--- config.mk ---
export PLATFORM = sky130hd
export DESIGN_NAME = hex_record_parser_top
export DESIGN_NICKNAME = d
export VERILOG_FILES = /design/src/rtl/hrp_pkg.sv /design/src/rtl/hrp_fifo.sv /design/src/rtl/hrp_front.sv /design/src/rtl/hrp_back.sv /design/src/rtl/hex_record_parser_top.sv
export SDC_FILE = /design/constraint.sdc
export NUM_CORES = 1
export LEC_CHECK = 0
export BUFFER_PORTS_ARGS = -buffer_cell sky130_fd_sc_hd__buf_2
export CAP_MARGIN = 20
export CORE_ASPECT_RATIO = 2
export CORE_MARGIN = 5
export CORE_UTILIZATION = 50
export DETAILED_ROUTE_END_ITERATION = 16
export PLACE_DENSITY_LB_ADDON = 0.15
export RECOVER_POWER = 25
export SETUP_SLACK_MARGIN = 0.3
export SLEW_MARGIN = 15
export SYNTH_ARGS = -nofsm -noshare
export SYNTH_HDL_FRONTEND = slang
export SYNTH_SLANG_ARGS = --single-unit
--- constraint.sdc ---
create_clock -name clk_i -period 10.4 [get_ports clk_i]
set_input_delay 2.08 -clock clk_i [delete_from_list [all_inputs] [get_ports clk_i]]
set_output_delay 2.08 -clock clk_i [all_outputs]
set_load 0.02 [all_outputs]
--- src/rtl/hrp_pkg.sv ---
`timescale 1ns / 1ps
// ----------------------------------------------------------------------------
// hrp_pkg
// Types and constants shared by the hex record parser front end, back end
// and top level.
// ----------------------------------------------------------------------------
package hrp_pkg;

  localparam logic [7:0] ASCII_COLON = 8'h3a;
  localparam logic [7:0] ASCII_CR    = 8'h0d;
  localparam logic [7:0] ASCII_LF    = 8'h0a;

  localparam logic [7:0] RTYPE_DATA = 8'h00;
  localparam logic [7:0] RTYPE_END  = 8'h01;

  typedef enum logic [2:0] {
    TOK_HEX   = 3'd0,
    TOK_COLON = 3'd1,
    TOK_CR    = 3'd2,
    TOK_LF    = 3'd3,
    TOK_OTHER = 3'd4,
    TOK_END   = 3'd5
  } tok_e;

  typedef struct packed {
    tok_e       cls;
    logic [3:0] nib;
  } tok_t;

  typedef enum logic [2:0] {
    KIND_DATA    = 3'd0,
    KIND_GOOD    = 3'd1,
    KIND_BAD     = 3'd2,
    KIND_END     = 3'd3,
    KIND_INVALID = 3'd4
  } kind_e;

  typedef struct packed {
    kind_e       kind;
    logic [15:0] addr;
    logic [7:0]  data;
    logic [16:0] extent;
  } res_t;

  typedef enum logic [9:0] {
    ST_IDLE   = 10'b00_0000_0001,
    ST_COUNT  = 10'b00_0000_0010,
    ST_ADDR   = 10'b00_0000_0100,
    ST_TYPE   = 10'b00_0000_1000,
    ST_DATA   = 10'b00_0001_0000,
    ST_CSUM   = 10'b00_0010_0000,
    ST_EOL    = 10'b00_0100_0000,
    ST_EOL_LF = 10'b00_1000_0000,
    ST_SKIP   = 10'b01_0000_0000,
    ST_DONE   = 10'b10_0000_0000
  } state_e;

endpackage

--- src/rtl/hrp_fifo.sv ---
`timescale 1ns / 1ps
// ----------------------------------------------------------------------------
// hrp_fifo
// Two-entry first-word-fall-through queue built from two registers.
// ----------------------------------------------------------------------------
module hrp_fifo #(
  parameter int unsigned Width = 8
) (
  input  logic             clk_i,
  input  logic             rst_ni,
  input  logic             push_i,
  input  logic [Width-1:0] data_i,
  output logic             full_o,
  input  logic             pop_i,
  output logic [Width-1:0] data_o,
  output logic             empty_o
);

  logic [1:0]       cnt_q, cnt_d;
  logic [Width-1:0] slot0_q, slot1_q;
  logic             push_ok, pop_ok;

  assign full_o  = (cnt_q == 2'd2);
  assign empty_o = (cnt_q == 2'd0);
  assign data_o  = slot0_q;
  assign push_ok = push_i & ~full_o;
  assign pop_ok  = pop_i & ~empty_o;

  always_comb begin
    cnt_d = cnt_q;
    if (push_ok & ~pop_ok) begin
      cnt_d = cnt_q + 2'd1;
    end else if (pop_ok & ~push_ok) begin
      cnt_d = cnt_q - 2'd1;
    end
  end

  always_ff @(posedge clk_i or negedge rst_ni) begin
    if (!rst_ni) begin
      cnt_q <= 2'd0;
    end else begin
      cnt_q <= cnt_d;
    end
  end

  always_ff @(posedge clk_i) begin
    if (pop_ok) begin
      slot0_q <= (cnt_q == 2'd2) ? slot1_q : data_i;
    end else if (push_ok && cnt_q == 2'd0) begin
      slot0_q <= data_i;
    end
    if (push_ok && cnt_q == 2'd1 && !pop_ok) begin
      slot1_q <= data_i;
    end
  end

endmodule

--- src/rtl/hrp_front.sv ---
`timescale 1ns / 1ps
// ----------------------------------------------------------------------------
// hrp_front
// Accepts characters, classifies each one into a token and queues it for
// the record parser.
// ----------------------------------------------------------------------------
module hrp_front (
  input  logic          clk_i,
  input  logic          rst_ni,
  input  logic          push_i,
  output logic          full_o,
  input  logic [7:0]    symbol_i,
  input  logic          stream_end_i,
  output logic          tok_valid_o,
  output hrp_pkg::tok_t tok_o,
  input  logic          tok_pop_i
);
  import hrp_pkg::*;

  tok_t tok_in;
  logic tok_empty;

  always_comb begin
    tok_in.cls = TOK_OTHER;
    tok_in.nib = 4'd0;
    if (stream_end_i) begin
      tok_in.cls = TOK_END;
    end else if (symbol_i >= 8'h30 && symbol_i <= 8'h39) begin
      tok_in.cls = TOK_HEX;
      tok_in.nib = symbol_i[3:0];
    end else if ((symbol_i >= 8'h41 && symbol_i <= 8'h46) ||
                 (symbol_i >= 8'h61 && symbol_i <= 8'h66)) begin
      tok_in.cls = TOK_HEX;
      tok_in.nib = symbol_i[3:0] + 4'd9;
    end else if (symbol_i == ASCII_COLON) begin
      tok_in.cls = TOK_COLON;
    end else if (symbol_i == ASCII_CR) begin
      tok_in.cls = TOK_CR;
    end else if (symbol_i == ASCII_LF) begin
      tok_in.cls = TOK_LF;
    end
  end

  hrp_fifo #(
    .Width($bits(tok_t))
  ) u_tok_fifo (
    .clk_i  (clk_i),
    .rst_ni (rst_ni),
    .push_i (push_i),
    .data_i (tok_in),
    .full_o (full_o),
    .pop_i  (tok_pop_i),
    .data_o (tok_o),
    .empty_o(tok_empty)
  );

  assign tok_valid_o = ~tok_empty;

endmodule

--- src/rtl/hrp_back.sv ---
`timescale 1ns / 1ps
// ----------------------------------------------------------------------------
// hrp_back
// Record parser state machine: consumes one token per cycle while the result
// queue has room, queueing data writes, checksum, end record and invalid reports.
// ----------------------------------------------------------------------------
module hrp_back (
  input  logic          clk_i,
  input  logic          rst_ni,
  input  logic          tok_valid_i,
  input  hrp_pkg::tok_t tok_i,
  output logic          tok_pop_o,
  output logic          res_empty_o,
  input  logic          res_pop_i,
  output hrp_pkg::res_t res_o
);
  import hrp_pkg::*;

  state_e      state_q, state_d;
  logic [1:0]  nib_q, nib_d;
  logic [15:0] acc_q, acc_d;
  logic [7:0]  len_q, len_d;
  logic [15:0] addr_q, addr_d;
  logic [15:0] wa_q, wa_d;
  logic [7:0]  sum_q, sum_d;
  logic [7:0]  left_q, left_d;
  logic [16:0] ext_q, ext_d;

  logic        take, res_full, res_we, clear_all, field_done;
  logic [15:0] acc_next;
  logic [7:0]  fbyte;
  res_t        res_in;

  assign take      = tok_valid_i & ~res_full;
  assign tok_pop_o = take;
  assign acc_next  = {acc_q[11:0], tok_i.nib};
  assign fbyte     = acc_next[7:0];

  always_comb begin
    state_d    = state_q;
    nib_d      = nib_q;
    acc_d      = acc_q;
    len_d      = len_q;
    addr_d     = addr_q;
    wa_d       = wa_q;
    sum_d      = sum_q;
    left_d     = left_q;
    ext_d      = ext_q;
    res_we     = 1'b0;
    res_in     = '0;
    clear_all  = 1'b0;
    field_done = (state_q == ST_ADDR) ? (nib_q == 2'd3) : (nib_q == 2'd1);

    if (take) begin
      if (tok_i.cls == TOK_END) begin
        clear_all = 1'b1;
        if (state_q != ST_DONE) begin
          res_we      = 1'b1;
          res_in.kind = KIND_INVALID;
        end
      end else begin
        case (state_q)
          ST_DONE: begin
          end
          ST_EOL: begin
            if (tok_i.cls == TOK_LF) begin
              state_d = ST_IDLE;
            end else if (tok_i.cls == TOK_CR) begin
              state_d = ST_EOL_LF;
            end else begin
              clear_all   = 1'b1;
              res_we      = 1'b1;
              res_in.kind = KIND_INVALID;
            end
          end
          ST_EOL_LF: begin
            if (tok_i.cls == TOK_LF) begin
              state_d = ST_IDLE;
            end else begin
              clear_all   = 1'b1;
              res_we      = 1'b1;
              res_in.kind = KIND_INVALID;
            end
          end
          ST_SKIP: begin
            if (tok_i.cls == TOK_CR) begin
              state_d = ST_EOL_LF;
            end else if (tok_i.cls == TOK_LF) begin
              state_d = ST_IDLE;
            end
          end
          ST_COUNT, ST_ADDR, ST_TYPE, ST_DATA, ST_CSUM: begin
            if (tok_i.cls != TOK_HEX) begin
              clear_all   = 1'b1;
              res_we      = 1'b1;
              res_in.kind = KIND_INVALID;
            end else begin
              acc_d = acc_next;
              nib_d = nib_q + 2'd1;
              if (field_done) begin
                acc_d = 16'd0;
                nib_d = 2'd0;
                case (state_q)
                  ST_COUNT: begin
                    len_d   = fbyte;
                    sum_d   = sum_q + fbyte;
                    state_d = ST_ADDR;
                  end
                  ST_ADDR: begin
                    addr_d  = acc_next;
                    sum_d   = sum_q + acc_next[15:8] + acc_next[7:0];
                    state_d = ST_TYPE;
                  end
                  ST_TYPE: begin
                    sum_d = sum_q + fbyte;
                    if (fbyte == RTYPE_END) begin
                      res_we        = 1'b1;
                      res_in.kind   = KIND_END;
                      res_in.extent = ext_q;
                      clear_all     = 1'b1;
                    end else if (fbyte == RTYPE_DATA) begin
                      ext_d   = {1'b0, addr_q} + {9'd0, len_q};
                      left_d  = len_q;
                      wa_d    = addr_q;
                      state_d = (len_q != 8'd0) ? ST_DATA : ST_CSUM;
                    end else begin
                      state_d = ST_SKIP;
                    end
                  end
                  ST_DATA: begin
                    res_we      = 1'b1;
                    res_in.kind = KIND_DATA;
                    res_in.addr = wa_q;
                    res_in.data = fbyte;
                    sum_d       = sum_q + fbyte;
                    left_d      = left_q - 8'd1;
                    wa_d        = wa_q + 16'd1;
                    state_d     = (left_q != 8'd1) ? ST_DATA : ST_CSUM;
                  end
                  default: begin
                    res_we      = 1'b1;
                    res_in.kind = ((sum_q + fbyte) == 8'd0) ? KIND_GOOD : KIND_BAD;
                    state_d     = ST_EOL;
                  end
                endcase
              end
            end
          end
          default: begin
            if (tok_i.cls == TOK_COLON) begin
              sum_d   = 8'd0;
              nib_d   = 2'd0;
              acc_d   = 16'd0;
              state_d = ST_COUNT;
            end else begin
              clear_all   = 1'b1;
              res_we      = 1'b1;
              res_in.kind = KIND_INVALID;
            end
          end
        endcase
      end
    end

    if (clear_all) begin
      state_d = (res_we && res_in.kind == KIND_END) ? ST_DONE : ST_IDLE;
      nib_d   = 2'd0;
      acc_d   = 16'd0;
      len_d   = 8'd0;
      addr_d  = 16'd0;
      wa_d    = 16'd0;
      sum_d   = 8'd0;
      left_d  = 8'd0;
      ext_d   = 17'd0;
    end
  end

  always_ff @(posedge clk_i or negedge rst_ni) begin
    if (!rst_ni) begin
      state_q <= ST_IDLE;
      nib_q   <= 2'd0;
      acc_q   <= 16'd0;
      len_q   <= 8'd0;
      addr_q  <= 16'd0;
      wa_q    <= 16'd0;
      sum_q   <= 8'd0;
      left_q  <= 8'd0;
      ext_q   <= 17'd0;
    end else begin
      state_q <= state_d;
      nib_q   <= nib_d;
      acc_q   <= acc_d;
      len_q   <= len_d;
      addr_q  <= addr_d;
      wa_q    <= wa_d;
      sum_q   <= sum_d;
      left_q  <= left_d;
      ext_q   <= ext_d;
    end
  end

  hrp_fifo #(
    .Width($bits(res_t))
  ) u_res_fifo (
    .clk_i  (clk_i),
    .rst_ni (rst_ni),
    .push_i (res_we),
    .data_i (res_in),
    .full_o (res_full),
    .pop_i  (res_pop_i),
    .data_o (res_o),
    .empty_o(res_empty_o)
  );

endmodule

--- src/rtl/hex_record_parser_top.sv ---
`timescale 1ns / 1ps
// ----------------------------------------------------------------------------
// hex_record_parser_top
// Intel HEX text parser: one character in, memory writes and record status
// out.
// ----------------------------------------------------------------------------
// Characters are taken at one per cycle whenever full is low. Each one is
// classified and held in a two-entry token queue; the parser state machine
// handles one token per cycle while its two-entry result queue has room, so
// a result is held in the token queue and then in the result queue before it
// can be popped. Sustained rate is one character per cycle as long as results
// are popped as fast as they are made.
// ----------------------------------------------------------------------------
module hex_record_parser_top (
  input  logic        clk_i,
  input  logic        rst_ni,
  input  logic        push,
  output logic        full,
  input  logic [7:0]  symbol_i,
  input  logic        stream_end_i,
  output logic        empty,
  input  logic        pop,
  output logic [2:0]  kind_o,
  output logic [15:0] write_address_o,
  output logic [7:0]  write_data_o,
  output logic [16:0] extent_o
);
  import hrp_pkg::*;

  logic tok_valid, tok_pop;
  tok_t tok;
  res_t res;

  hrp_front u_front (
    .clk_i       (clk_i),
    .rst_ni      (rst_ni),
    .push_i      (push),
    .full_o      (full),
    .symbol_i    (symbol_i),
    .stream_end_i(stream_end_i),
    .tok_valid_o (tok_valid),
    .tok_o       (tok),
    .tok_pop_i   (tok_pop)
  );

  hrp_back u_back (
    .clk_i      (clk_i),
    .rst_ni     (rst_ni),
    .tok_valid_i(tok_valid),
    .tok_i      (tok),
    .tok_pop_o  (tok_pop),
    .res_empty_o(empty),
    .res_pop_i  (pop),
    .res_o      (res)
  );

  assign kind_o          = res.kind;
  assign write_address_o = res.addr;
  assign write_data_o    = res.data;
  assign extent_o        = res.extent;

  a_kind_range: assert property (@(posedge clk_i) disable iff (!rst_ni)
    !empty |-> (kind_o <= KIND_INVALID))
    else $error("result kind out of range");

  a_non_data_zero: assert property (@(posedge clk_i) disable iff (!rst_ni)
    (!empty && kind_o != KIND_DATA) |-> (write_address_o == 16'd0 && write_data_o == 8'd0))
    else $error("write fields set on a non-data item");

  a_extent_zero: assert property (@(posedge clk_i) disable iff (!rst_ni)
    (!empty && kind_o != KIND_END) |-> (extent_o == 17'd0))
    else $error("extent set on an item that is not an end record");

  a_tok_pop: assert property (@(posedge clk_i) disable iff (!rst_ni)
    tok_pop |-> tok_valid)
    else $error("token taken from an empty queue");

endmodule
==> results of run 1 <==
cell type report:
type,instances,area (sq um)
Timing Repair Buffer,70,407.9
Clock buffer,28,555.5
Inverter,43,161.4
Multi-Input combinational cell,707,4872
Fill cell,1961,9346
Tap cell,273,341.6
Clock inverter,8,118.9
Sequential cell,203,5592
state kept, by name, summed over array words and instances (netlist names):
signal                      flops
u_back.u_res_fifo.slot1_q      44
u_back.sum_q                    8
u_back.state_q                 10
u_back.nib_q                    2
u_front.u_tok_fifo.slot1_q      7
u_front.u_tok_fifo.cnt_q        2
u_front.u_tok_fifo.data_o       7
u_back.acc_q                   12
u_back.len_q                    8
u_back.left_q                   8
u_back.u_res_fifo.cnt_q         2
u_back.ext_q                   17
u_back.u_res_fifo.data_o       44
u_back.addr_q                  16
u_back.wa_q                    16
path summary, 6_finish.rpt:
path                       slack, ps                             to
max                             6640              u_back.state_q[0]
min                              490                u_back.ext_q[1]
max reg2reg                     6670  u_back.u_res_fifo.slot1_q[27]
min reg2reg                      490                u_back.ext_q[1]
max in group clk_i              6670  u_back.u_res_fifo.slot1_q[27]
min in group asynchronous       1900               u_back.left_q[5]
placed cells by master (no fill, tap or decap), drive strengths merged, types with 30 or more instances in the layout:
cell,Yosys,routed
edfxtp,102,102
dfrtp,100,100
nand2,90,90
buf,19,68
o21ai,67,67
a21oi,55,55
nor2,50,50
a21o,49,49
and2,47,47
inv,43,43
ha,36,36
nand3,33,33
clkbuf,24,30
routing by layer:
metal,vias to the layer above,part of all wire (%),global-route usage (%)
met5,-,0,0
met4,0,6.3,13.20
met3,75,3.0,2.249
met2,153,56,40.08
met1,3861,34,21.15
li1,3756,-,-
cells in the mapped netlist, types with 5 or more instances:
master     count
clkbuf_1      24
and3_1        11
fa_1          10
a211oi_1       9
or4_1          6
a21oi_1       54
or2_2          5
nand4_1        5
edfxtp_1     102
nand3b_1       7
o211ai_1       5
nor2_1        48
buf_2         14
nor3_1        16
a22o_1        14
a21o_1        47
xor2_1        18
nor2b_1        6
nor4b_1        6
o2bb2ai_1      8
nor4_1        12
or3_1         10
mux2i_1       25
nand2b_1       7
o21a_1         6
nand2_1       90
o31ai_1        8
o21ai_0       61
ha_1          36
xnor2_1       14
a22o_2         8
inv_1         43
nand3_1       33
dfrtp_1      100
and2_1        46
logic make-up (layout without fill, tap and decap cells):
logic type               after synthesis  count (layout)
flip-flops                           203             203
AND/OR/NAND/NOR                      328             328
buffers and inverters                 86             149
multiplexers                          29              29
AO/OA/AOI/OAI                        272             272
XOR/XNOR                              32              32
adder cells (fa/ha/maj)               46              46
through the flow:
step	instance area, sq um	std cells
floorplan	10790	996
global placement	11330	1294
detailed placement	11330	1294
CTS	12000	1330
global route	12050	1332
finish	12050	1332
power by group through the flow:
stage	sequential (mW)	clock, mW	combinational [mW]
2_1_floorplan	1.29	0	0.535
3_3_place_gp	1.20	0	0.881
3_5_place_dp	1.21	0	0.892
4_1_cts	1.19	0.771	0.895
5_1_grt	1.21	0.805	0.983
6_report	1.18	0.755	0.893
worst max-delay path: cells and delay by family:
kind / cells / cell delay (ps)
buffers and inverters: 3 / 2220
==> results.md, run 1 <==
- Fin util: 56.32%
- Dominant cells by area after synthesis: edfxtp_1, dfrtp_1, ha_1
- Iter 0 DRT Violations: 374
- Status: finished, final reports clean
- CTS Buf Count: 20
- Fin. Hold Viols: 0
- Layout cells sized above 1: 13.79%
- Vias per cell: 5.890
- Hold Path Stages: 2
- Largest family of logic cells by synthesized area: compound AO/OA/AOI/OAI gates
- Mux contribution to synthesized area: 2.736%
- Placement Rows: 76
- Pre-CTS WS: 6467 ps
- Synth Area in Adders: about 6.0%
- H-tree depth: 1
- # IOs: 59
- Detail Placement HPWL: 18930 um
- Antenna Violating Nets Remaining: 0
- CTS clk-pin slew, worst paths: 60 ps
- Slowest cell on the critical path: clkbuf_1
- Setup slack after layout: 6640 ps
- Setup crit start kind: input port
- Synth area leader: edfxtp_1
- Synthesis-stage register bit count: 203
- Total chip power: between 2 and 3 mW
- Register area share after synthesis: 51.81%
- Initial Utilization: 50.44%
- Max VDD drop: 0.1983 mV
- Clock buffer depth: 3
- Core area: 21400 sq um
- Mapped cell area: 10790 sq um
- CTS tree: done
- Total number of vias: 7845
- CTS sink cnt: 203
- Psw: 1.013 mW
- Kind of critical path: input port to async pin
- Synth Warn #: 0
- Total GRT Usage: 21.03%
- Tcrit/Tclk final: 36.16%
- Crit path DAT: about 4400 ps
- Peak per-stage delay on the critical path: 1010 ps
- Max_slew headroom: 5.414%
- Die height: 217.8 um
- Lkg Pwr: 5.217 nW
- Post-Syn Area per Cell: 10.83 sq um
- Die Wd: 113.9 um
- R2R depth: 7
- GP Congestion: between 0.8 and 0.9
- Yosys top cell area share: 28.38%
- Post-synth EDFFs: between 100 and 150
- Setup Buffers After CTS: 0
- CP dominant cell by count: clkbuf_1
- Largest net degree at the start of global routing: a little under 80
- Hold Crit Class: register to register
- Drt drc: 0
- Sequential share of power: 41.8%
- Post-Route Skew: between 10 and 15 ps
- Slew Limit Fails: 0
- Syn nets: 1055
- Max-cap violations: 0
- Slew @ Worst Pin: 1419 ps
- Synth cell types: 83
- Internal: 1.819 mW
- RSZ-0062 raised after global routing: no
- Area Growth Syn to Fin: 11.65%
- Worst path cell trace: clkbuf_1 -> clkbuf_1 -> buf_16
- Compound-Gate Fraction of Synth Area: 17.30%
- Wirelength per Cell: 19.15 um
- Hold-fix buffers at CTS: 0
- Vias in the first global route: 8013
- Grt total ovfl: 0
- CP Capture Type: async pin
- Setup crit start: rst_ni
- Clk_lat worst skew: roughly 500 ps
- IO buf count: 58
- HP Start: u_back.ext_q[1]
- Synth Area in Simple Gates: 16.09%
- Combinational power share: 31.5%
- Diodes inserted: 0
- Min Hold Slack: 493.1 ps
- Die area: 24800 sq um
- Xor and xnor fraction of the mapped netlist area: 2.597%
- Setup TNS: 0 ps
- Fmax: 265.9 MHz
- CP Max Fanout: 61
- Final setup violation count: 0
- Sw Share: 35.77%
- First-pass GRT wire length: 41370 um
- Main synth FF type: edfxtp_1
- Pre-antenna DRT Iters: 4
- Final WL: roughly 26000 um
- Critical Path RT: 11010 ps
- Clock power share: 26.7%
- Worst reg2reg path startpoint: u_back.state_q[1]
- Async SR Flop Fraction: around 50%
- Post-synthesis cell count: 996
- Pwr dens: 235.0 nW/um^2
- Min Tclk post-route: about 3800 ps
- Initial antenna violation count: 0
- Nets: 1104
- Clk root buf: clkbuf_16
- Post_cts resized: 0
No activity file was read; power rests on OpenSTA's default activity.
==> run 2, diff against run 1 <==
ABC_AREA = 1   (was not set)
clock period = 3.4 ns   (was 10.4 ns; I/O delays follow)
==> run 2 against run 1 <==
  * Global-route usage is 3.3 points higher
  * Register-to-register slack worse by 6200 ps
  * Die area is 5.1% higher
  * Count of clock-buffer cells in the layout is 6 lower
  * Wire length is 23% higher
  * Sequential cell count stayed put
  * Core utilization is 0.41 points higher
  * Setup slack worse by 6200 ps
  * Clock skew is 10 ps higher
  * Critical endpoint is now u_back.u_res_fifo.data_o[17]
  * Highest routed layer unchanged
==> results.md, run 2 <==
- Sw Share: 44.88%
- Initial antenna violation count: 0
- Die Wd: between 100 and 150 um
- Vias per cell: 5.538
- Die area: 26060 sq um
- Synth area leader: edfxtp_1
- Lkg Pwr: roughly 6 nW
- Critical Path RT: 3660 ps
- Pwr dens: 945.8 nW/um^2
- Hold-fix buffers at CTS: 0
- Total chip power: 12.09 mW
- Kind of critical path: register to register
- RSZ-0062 raised after global routing: no
- H-tree depth: 1
- Total GRT Usage: about 24%
- Drt drc: 0
- Pre-antenna DRT Iters: 5
- Max_slew headroom: 7.910%
- CTS clk-pin slew, worst paths: 70 ps
- IO buf count: 58
- Grt total ovfl: 0
- Iter 0 DRT Violations: 449
- GP Congestion: 0.9382
- Core area: 22540 sq um
- Setup crit start kind: register
- Area of the multi-input gates: 5025 sq um
- Slew @ Worst Pin: 1381 ps
- Async SR Flop Fraction: 49.75%
- Slew Limit Fails: 0
- Min Tclk post-route: 2952 ps
- Synthesis-stage register bit count: 203
- Post-Route Skew: between 20 and 25 ps
- Most common cell after layout, fill and taps aside: nand2_1
- Yosys top cell area share: 26.91%
- Diodes inserted: 0
- Setup TNS: 0 ps
- Clk_lat worst skew: 510 ps
- Crit path DAT: 3210 ps
- # IOs: between 50 and 60
- Storage cell area: about 5600 sq um
- Clk root buf: clkbuf_16
- Sequential share of power: between 30% and 40%
- Max VDD drop: 0.7125 mV
- CTS tree: done
- Wirelength per Cell: between 15 and 20 um
- Final setup violation count: 0
- Max-cap violations: 0
- Psw: approximately 5.4 mW
- Nets: 1386
- Layout cells sized above 1: 16.04%
- Synth Warn #: 0
- Syn nets: 1304
- Clock buffer depth: 3
- Final WL: 31360 um
- First-pass GRT wire length: 48820 um
- Main synth FF type: edfxtp_1
- Combinational power share: 48.0%
- Area Growth Syn to Fin: 12.36%
- Clock power share: 18.9%
- Synth cell count leaders: nand2_1, inv_1, edfxtp_1, nor2_1, dfrtp_1
- Register area share after synthesis: ~50%
- Hold Crit Class: input port to async pin
- Count leader, synth: nand2_1
- Dominant cells by area after synthesis: edfxtp_1, dfrtp_1, nand2_1
- Die height: 223.4 um
- CP Max Fanout: 17
- FILL cells: 2032
- Vias in the first global route: 9240
- Status: finished, final reports clean
- Placement Rows: 78
- CTS Buf Count: 19
- Detail Placement HPWL: roughly 24000 um
- Fin. Hold Viols: 0
- Antenna Violating Nets Remaining: 0
- CP Capture Type: register
- Mapped cell area: about 11000 sq um
- Post-synth EDFFs: 102
- Total number of vias: 8971
- CTS sink cnt: 203
- Synth cell types: 56
- Setup crit start: u_back.state_q[0]
- Initial Utilization: about half
- Post-Syn Area per Cell: 9.141 sq um
- Post-synthesis cell count: 1245
- Fmax: between 300 and 400 MHz
- Internal: 6.667 mW
- Largest net degree at the start of global routing: 54
- Tcrit/Tclk final: between 80 and 90%
- Commonest cells after routing, fill and taps aside: nand2_1, inv_1, edfxtp_1
- Worst reg2reg path startpoint: u_back.state_q[0]
==> run 2: layout make-up <==
| class | instances | area share (%) |
|---|---|---|
| inverters | 140 | 4.188 |
| flip-flops and latches | 203 | 43.74 |
| clock inverters | 12 | 1.292 |
| well taps | 280 | 2.740 |
| clock buffers | 22 | 3.806 |
| repair buffers | 99 | 4.941 |
| multi-input cells | 864 | 39.30 |
==> run 2: repair_timing <==
item | 4_1_cts | 5_1_grt
setup buffers | 0 | 8
resized for setup | 0 | 6
setup endpoints to repair | 0 | 103
==> run 2: critical path: stages (launching register included) <==
cell,delay (ps)
dfstp_2,570
nor2_4,60
nand2_2,140
inv_2,70
nand4_1,200
nand2_1,100
inv_2,100
nand2_4,120
nor2_4,160
nand2_4,90
nand2_4,200
inv_4,90
nand2_8,160
buf_4,320
nor3b_1,120
a21o_1,190
==> run 2: worst paths after layout <==
path	endpoint	slack, ps	cells past startpoint
worst max-delay path	u_back.u_res_fifo.data_o[17]	450	15
worst min-delay path	u_front.u_tok_fifo.cnt_q[1]	490	1
worst max register to register	u_back.u_res_fifo.data_o[17]	450	15
worst min register to register	u_back.ext_q[16]	490	2
max in group asynchronous	u_back.acc_q[1]	790	2
min in group clk_i	u_front.u_tok_fifo.slot1_q[5]	490	2
==> run 2: metal layers <==
layer	track usage [%]	share of wire [%]
met1	23.07	32
met2	46.61	57
met3	2.443	3.0
met4	16.33	7.9
met5	0	0
==> run 2: power groups by stage <==
stage	Combinational (mW)	Sequential [mW]	Clock (mW)
final	5.81	4.00	2.28
after global routing	6.38	4.08	2.42
after CTS	5.68	4.02	2.33
after detailed placement	5.64	4.07	0
after global placement	5.61	4.04	0
after floorplan	3.81	4.26	0
==> run 2: through the flow <==
stage	instances	utilization (%)	instance area, sq um	setup slack (ps)	hold slack, ps
after floorplan	1245	-	11400	505.8	384.4
after global placement	1576	53.50	12060	386.9	477.4
after detailed placement	1576	53.50	12060	386.7	482.4
after CTS	1610	56.39	12710	356.0	235.8
after global routing	1620	56.72	12790	263.3	488.5
final	1620	56.72	12790	447.8	487.8
==> run 2: kinds of logic after synthesis <==
logic type / after synthesis / synth area share [%]
AO/OA/AOI/OAI: 214 / 11.63
XOR/XNOR: 36 / 2.770
adder cells (fa/ha/maj): 46 / 5.717
buffers and inverters: 178 / 6.926
flip-flops: 203 / 49.13
multiplexers: 6 / 0.5936
AND/OR/NAND/NOR: 562 / 23.23
==> run 3, diff against run 2 <==
CTS_BUF_LIST = sky130_fd_sc_hd__clkbuf_8   (was not set)
==> run 3 against run 2 <==
  * Sequential share of layout area rose by 0.40 points
  * Critical path depth grew 1
  * Clock skew rose by 6.5 ps
  * Via count rose by 0.19%
  * Largest cell class unchanged
  * Largest power group unchanged
  * Final area down 0.90%
  * Worst hold slack worse by 100 ps
  * Critical path type unchanged
  * Global-route usage barely moved
  * Highest routed layer unchanged
  * Wire length decreased by 0.43%
==> results.md, run 3 (synthesis results as in run 2) <==
- Status: finished, final reports clean
- Initial antenna violation count: 0
- Hold-fix buffers at CTS: 0
- Clock buffer depth: 3
- Largest delay share family, worst path: simple AND/OR/NAND/NOR gates
- # IOs: between 50 and 60
- Vias in the first global route: 9312
- Diodes inserted: 0
- Hold Crit Class: input port to async pin
- Die Wd: ~120 um
- CTS Buf Count: 29
- Setup TNS: 0 ps
- Clock power share: 16.4%
- Fin. Hold Viols: 0
- H-tree depth: 1
- Slew Limit Fails: 0
- RR Endpoint: u_back.u_res_fifo.data_o[40]
- Clk root buf: clkbuf_8
- Grt total ovfl: 0
- CTS tree: done
- Iter 0 DRT Violations: 478
- RSZ-0062 raised after global routing: yes
- Crit path DAT: 3260 ps
- Area Growth Syn to Fin: 11.35%
- Die area: 26060 sq um
- Total number of vias: 8988
- Sw Share: 46.32%
- CP Capture Type: register
- Finished Layout Cells: about 1600
- Total GRT Usage: between 20 and 25%
- CTS clk-pin slew, worst paths: 70 ps
- WP buf/inv: 3
- CTS sink cnt: 203
- GP Congestion: 0.9382
- Clk_lat worst skew: 600 ps
- Antenna Violating Nets Remaining: 0
- Pwr dens: 921.5 nW/um^2
- CP dominant cell by count: nand2_1
- Combinational power share: 49.2%
- First-pass GRT wire length: 48800 um
- Nets: between 1000 and 1500
- Max_slew headroom: 7.500%
- Drt drc: 0
- Post-Route Skew: around 28 ps
- IO buf count: 58
- Wirelength per Cell: about 19 um
- Vias per cell: 5.494
- Worst R2R Setup Slack: 420 ps
- Critical Path RT: 3680 ps
- Max VDD drop: 0.7111 mV
- Pre-antenna DRT Iters: 4
- Kind of critical path: register to register
- Most common cell after layout, fill and taps aside: nand2_1
- Worst reg2reg path startpoint: u_back.acc_q[1]
- Layout cells sized above 1: 16.45%
- Detail Placement HPWL: about 24000 um
- Largest net degree at the start of global routing: 54
- Initial Utilization: 50.48%
- Commonest cells after routing, fill and taps aside: nand2_1, inv_1, edfxtp_1
- Final setup violation count: 0
- Tcrit/Tclk final: 87.66%
- Slew @ Worst Pin: between 1000 and 1500 ps
- R2R depth: 16
- Setup crit start kind: register
- Min Tclk post-route: 2980 ps
- Slowest cell on the critical path: dfrtp_2
- Final WL: 31220 um
- Internal: roughly 6.3 mW
- Worst path cell trace: inv_1 -> nand2_1 -> nor3_1 -> nand2_1 -> nor2_1 -> nand3_1 -> nand2_1 -> nand2_1 -> nand2_1 -> nand2_1 -> nand2_2 -> inv_2 -> o21ai_0 -> nand2_2 -> o21ai_4 -> clkbuf_16
- Placement Rows: 78
- Psw: 5.409 mW
- Peak per-stage delay on the critical path: 480 ps
- Max-cap violations: 0
- Post-Place Cells: 1576
- FILL cells: between 2000 and 2500
- Core area: 22540 sq um
- CP Max Fanout: 21
- Lkg Pwr: 5.841 nW
- Die height: 223.4 um
- Fmax: 335.5 MHz
- Sequential share of power: 34.3%
## run 3: repair_timing
action / in CTS / in global routing
setup endpoints to repair: 0 / 103
resized for setup: 0 / 6
buffers inserted: 0 / 5
hold endpoints to repair: 0 / 0
## run 3: stage by stage
| stage | cell area, sq um | util, % | total power, mW | worst slack, ps | hold WS, ps |
|---|---|---|---|---|---|
| detailed placement | 12060 | 53.50 | 9.707 | 386.7 | 482.4 |
| global placement | 12060 | 53.50 | 9.655 | 386.9 | 477.4 |
| finish | 12670 | 56.21 | 11.68 | 419.5 | 384.8 |
| floorplan | 11400 | - | 8.068 | 505.8 | 384.4 |
| CTS | 12630 | 56.01 | 11.67 | 375.7 | 135.3 |
| global route | 12670 | 56.21 | 12.48 | 285.1 | 405.9 |
## run 3: worst register-to-register path, cell delays in order, from the launching register on
cell and delay (ps):
dfrtp_2 480, inv_1 170, nand2_1 70, nor3_1 170
nand2_1 190, nor2_1 180, nand3_1 100, nand2_1 70
nand2_1 50, nand2_1 70, nand2_1 60, nand2_2 80
inv_2 110, o21ai_0 120, nand2_2 150, o21ai_4 330
clkbuf_16 280
## run 3: layout make-up
cell class | instances | area (sq um) | area share (%)
Multi-Input combinational cell | 864 | 5025 | 39.65
Sequential cell | 203 | 5593 | 44.13
Clock buffer | 30 | 412.9 | 3.258
Timing Repair Buffer | 95 | 601.8 | 4.749
Clock inverter | 24 | 153.9 | 1.214
Inverter | 140 | 535.5 | 4.226
Tap cell | 280 | 350.3 | 2.765
## run 3: layer usage
| layer | track usage, % | part of all wire, % |
|---|---|---|
| met1 | 22.54 | 32 |
| met2 | 46.86 | 57 |
| met3 | 2.823 | 3.4 |
| met4 | 16.37 | 7.9 |
| met5 | 0 | 0 |
## run 3: power by group through the flow
stage	registers [mW]	clock network (mW)	logic, mW
after floorplan	4.26	0	3.81
after global placement	4.04	0	5.61
after detailed placement	4.07	0	5.64
after CTS	4.02	1.98	5.67
after global routing	4.08	2.08	6.32
final	4.01	1.92	5.75
## run 3: worst max-delay path by stage
| stage | to | cells past startpoint | start | slack (ps) |
|---|---|---|---|---|
| floorplan | u_back.u_res_fifo.data_o[0] | 16 | u_back.state_q[0] | 510 |
| global placement | u_back.sum_q[4] | 17 | u_front.u_tok_fifo.data_o[3] | 390 |
| detailed placement | u_back.nib_q[1] | 15 | u_front.u_tok_fifo.data_o[3] | 390 |
| CTS | u_back.sum_q[3] | 17 | u_front.u_tok_fifo.data_o[3] | 380 |
| global route | u_back.sum_q[2] | 17 | u_front.u_tok_fifo.data_o[1] | 290 |
| finish | u_back.u_res_fifo.data_o[40] | 16 | u_back.acc_q[1] | 420 |
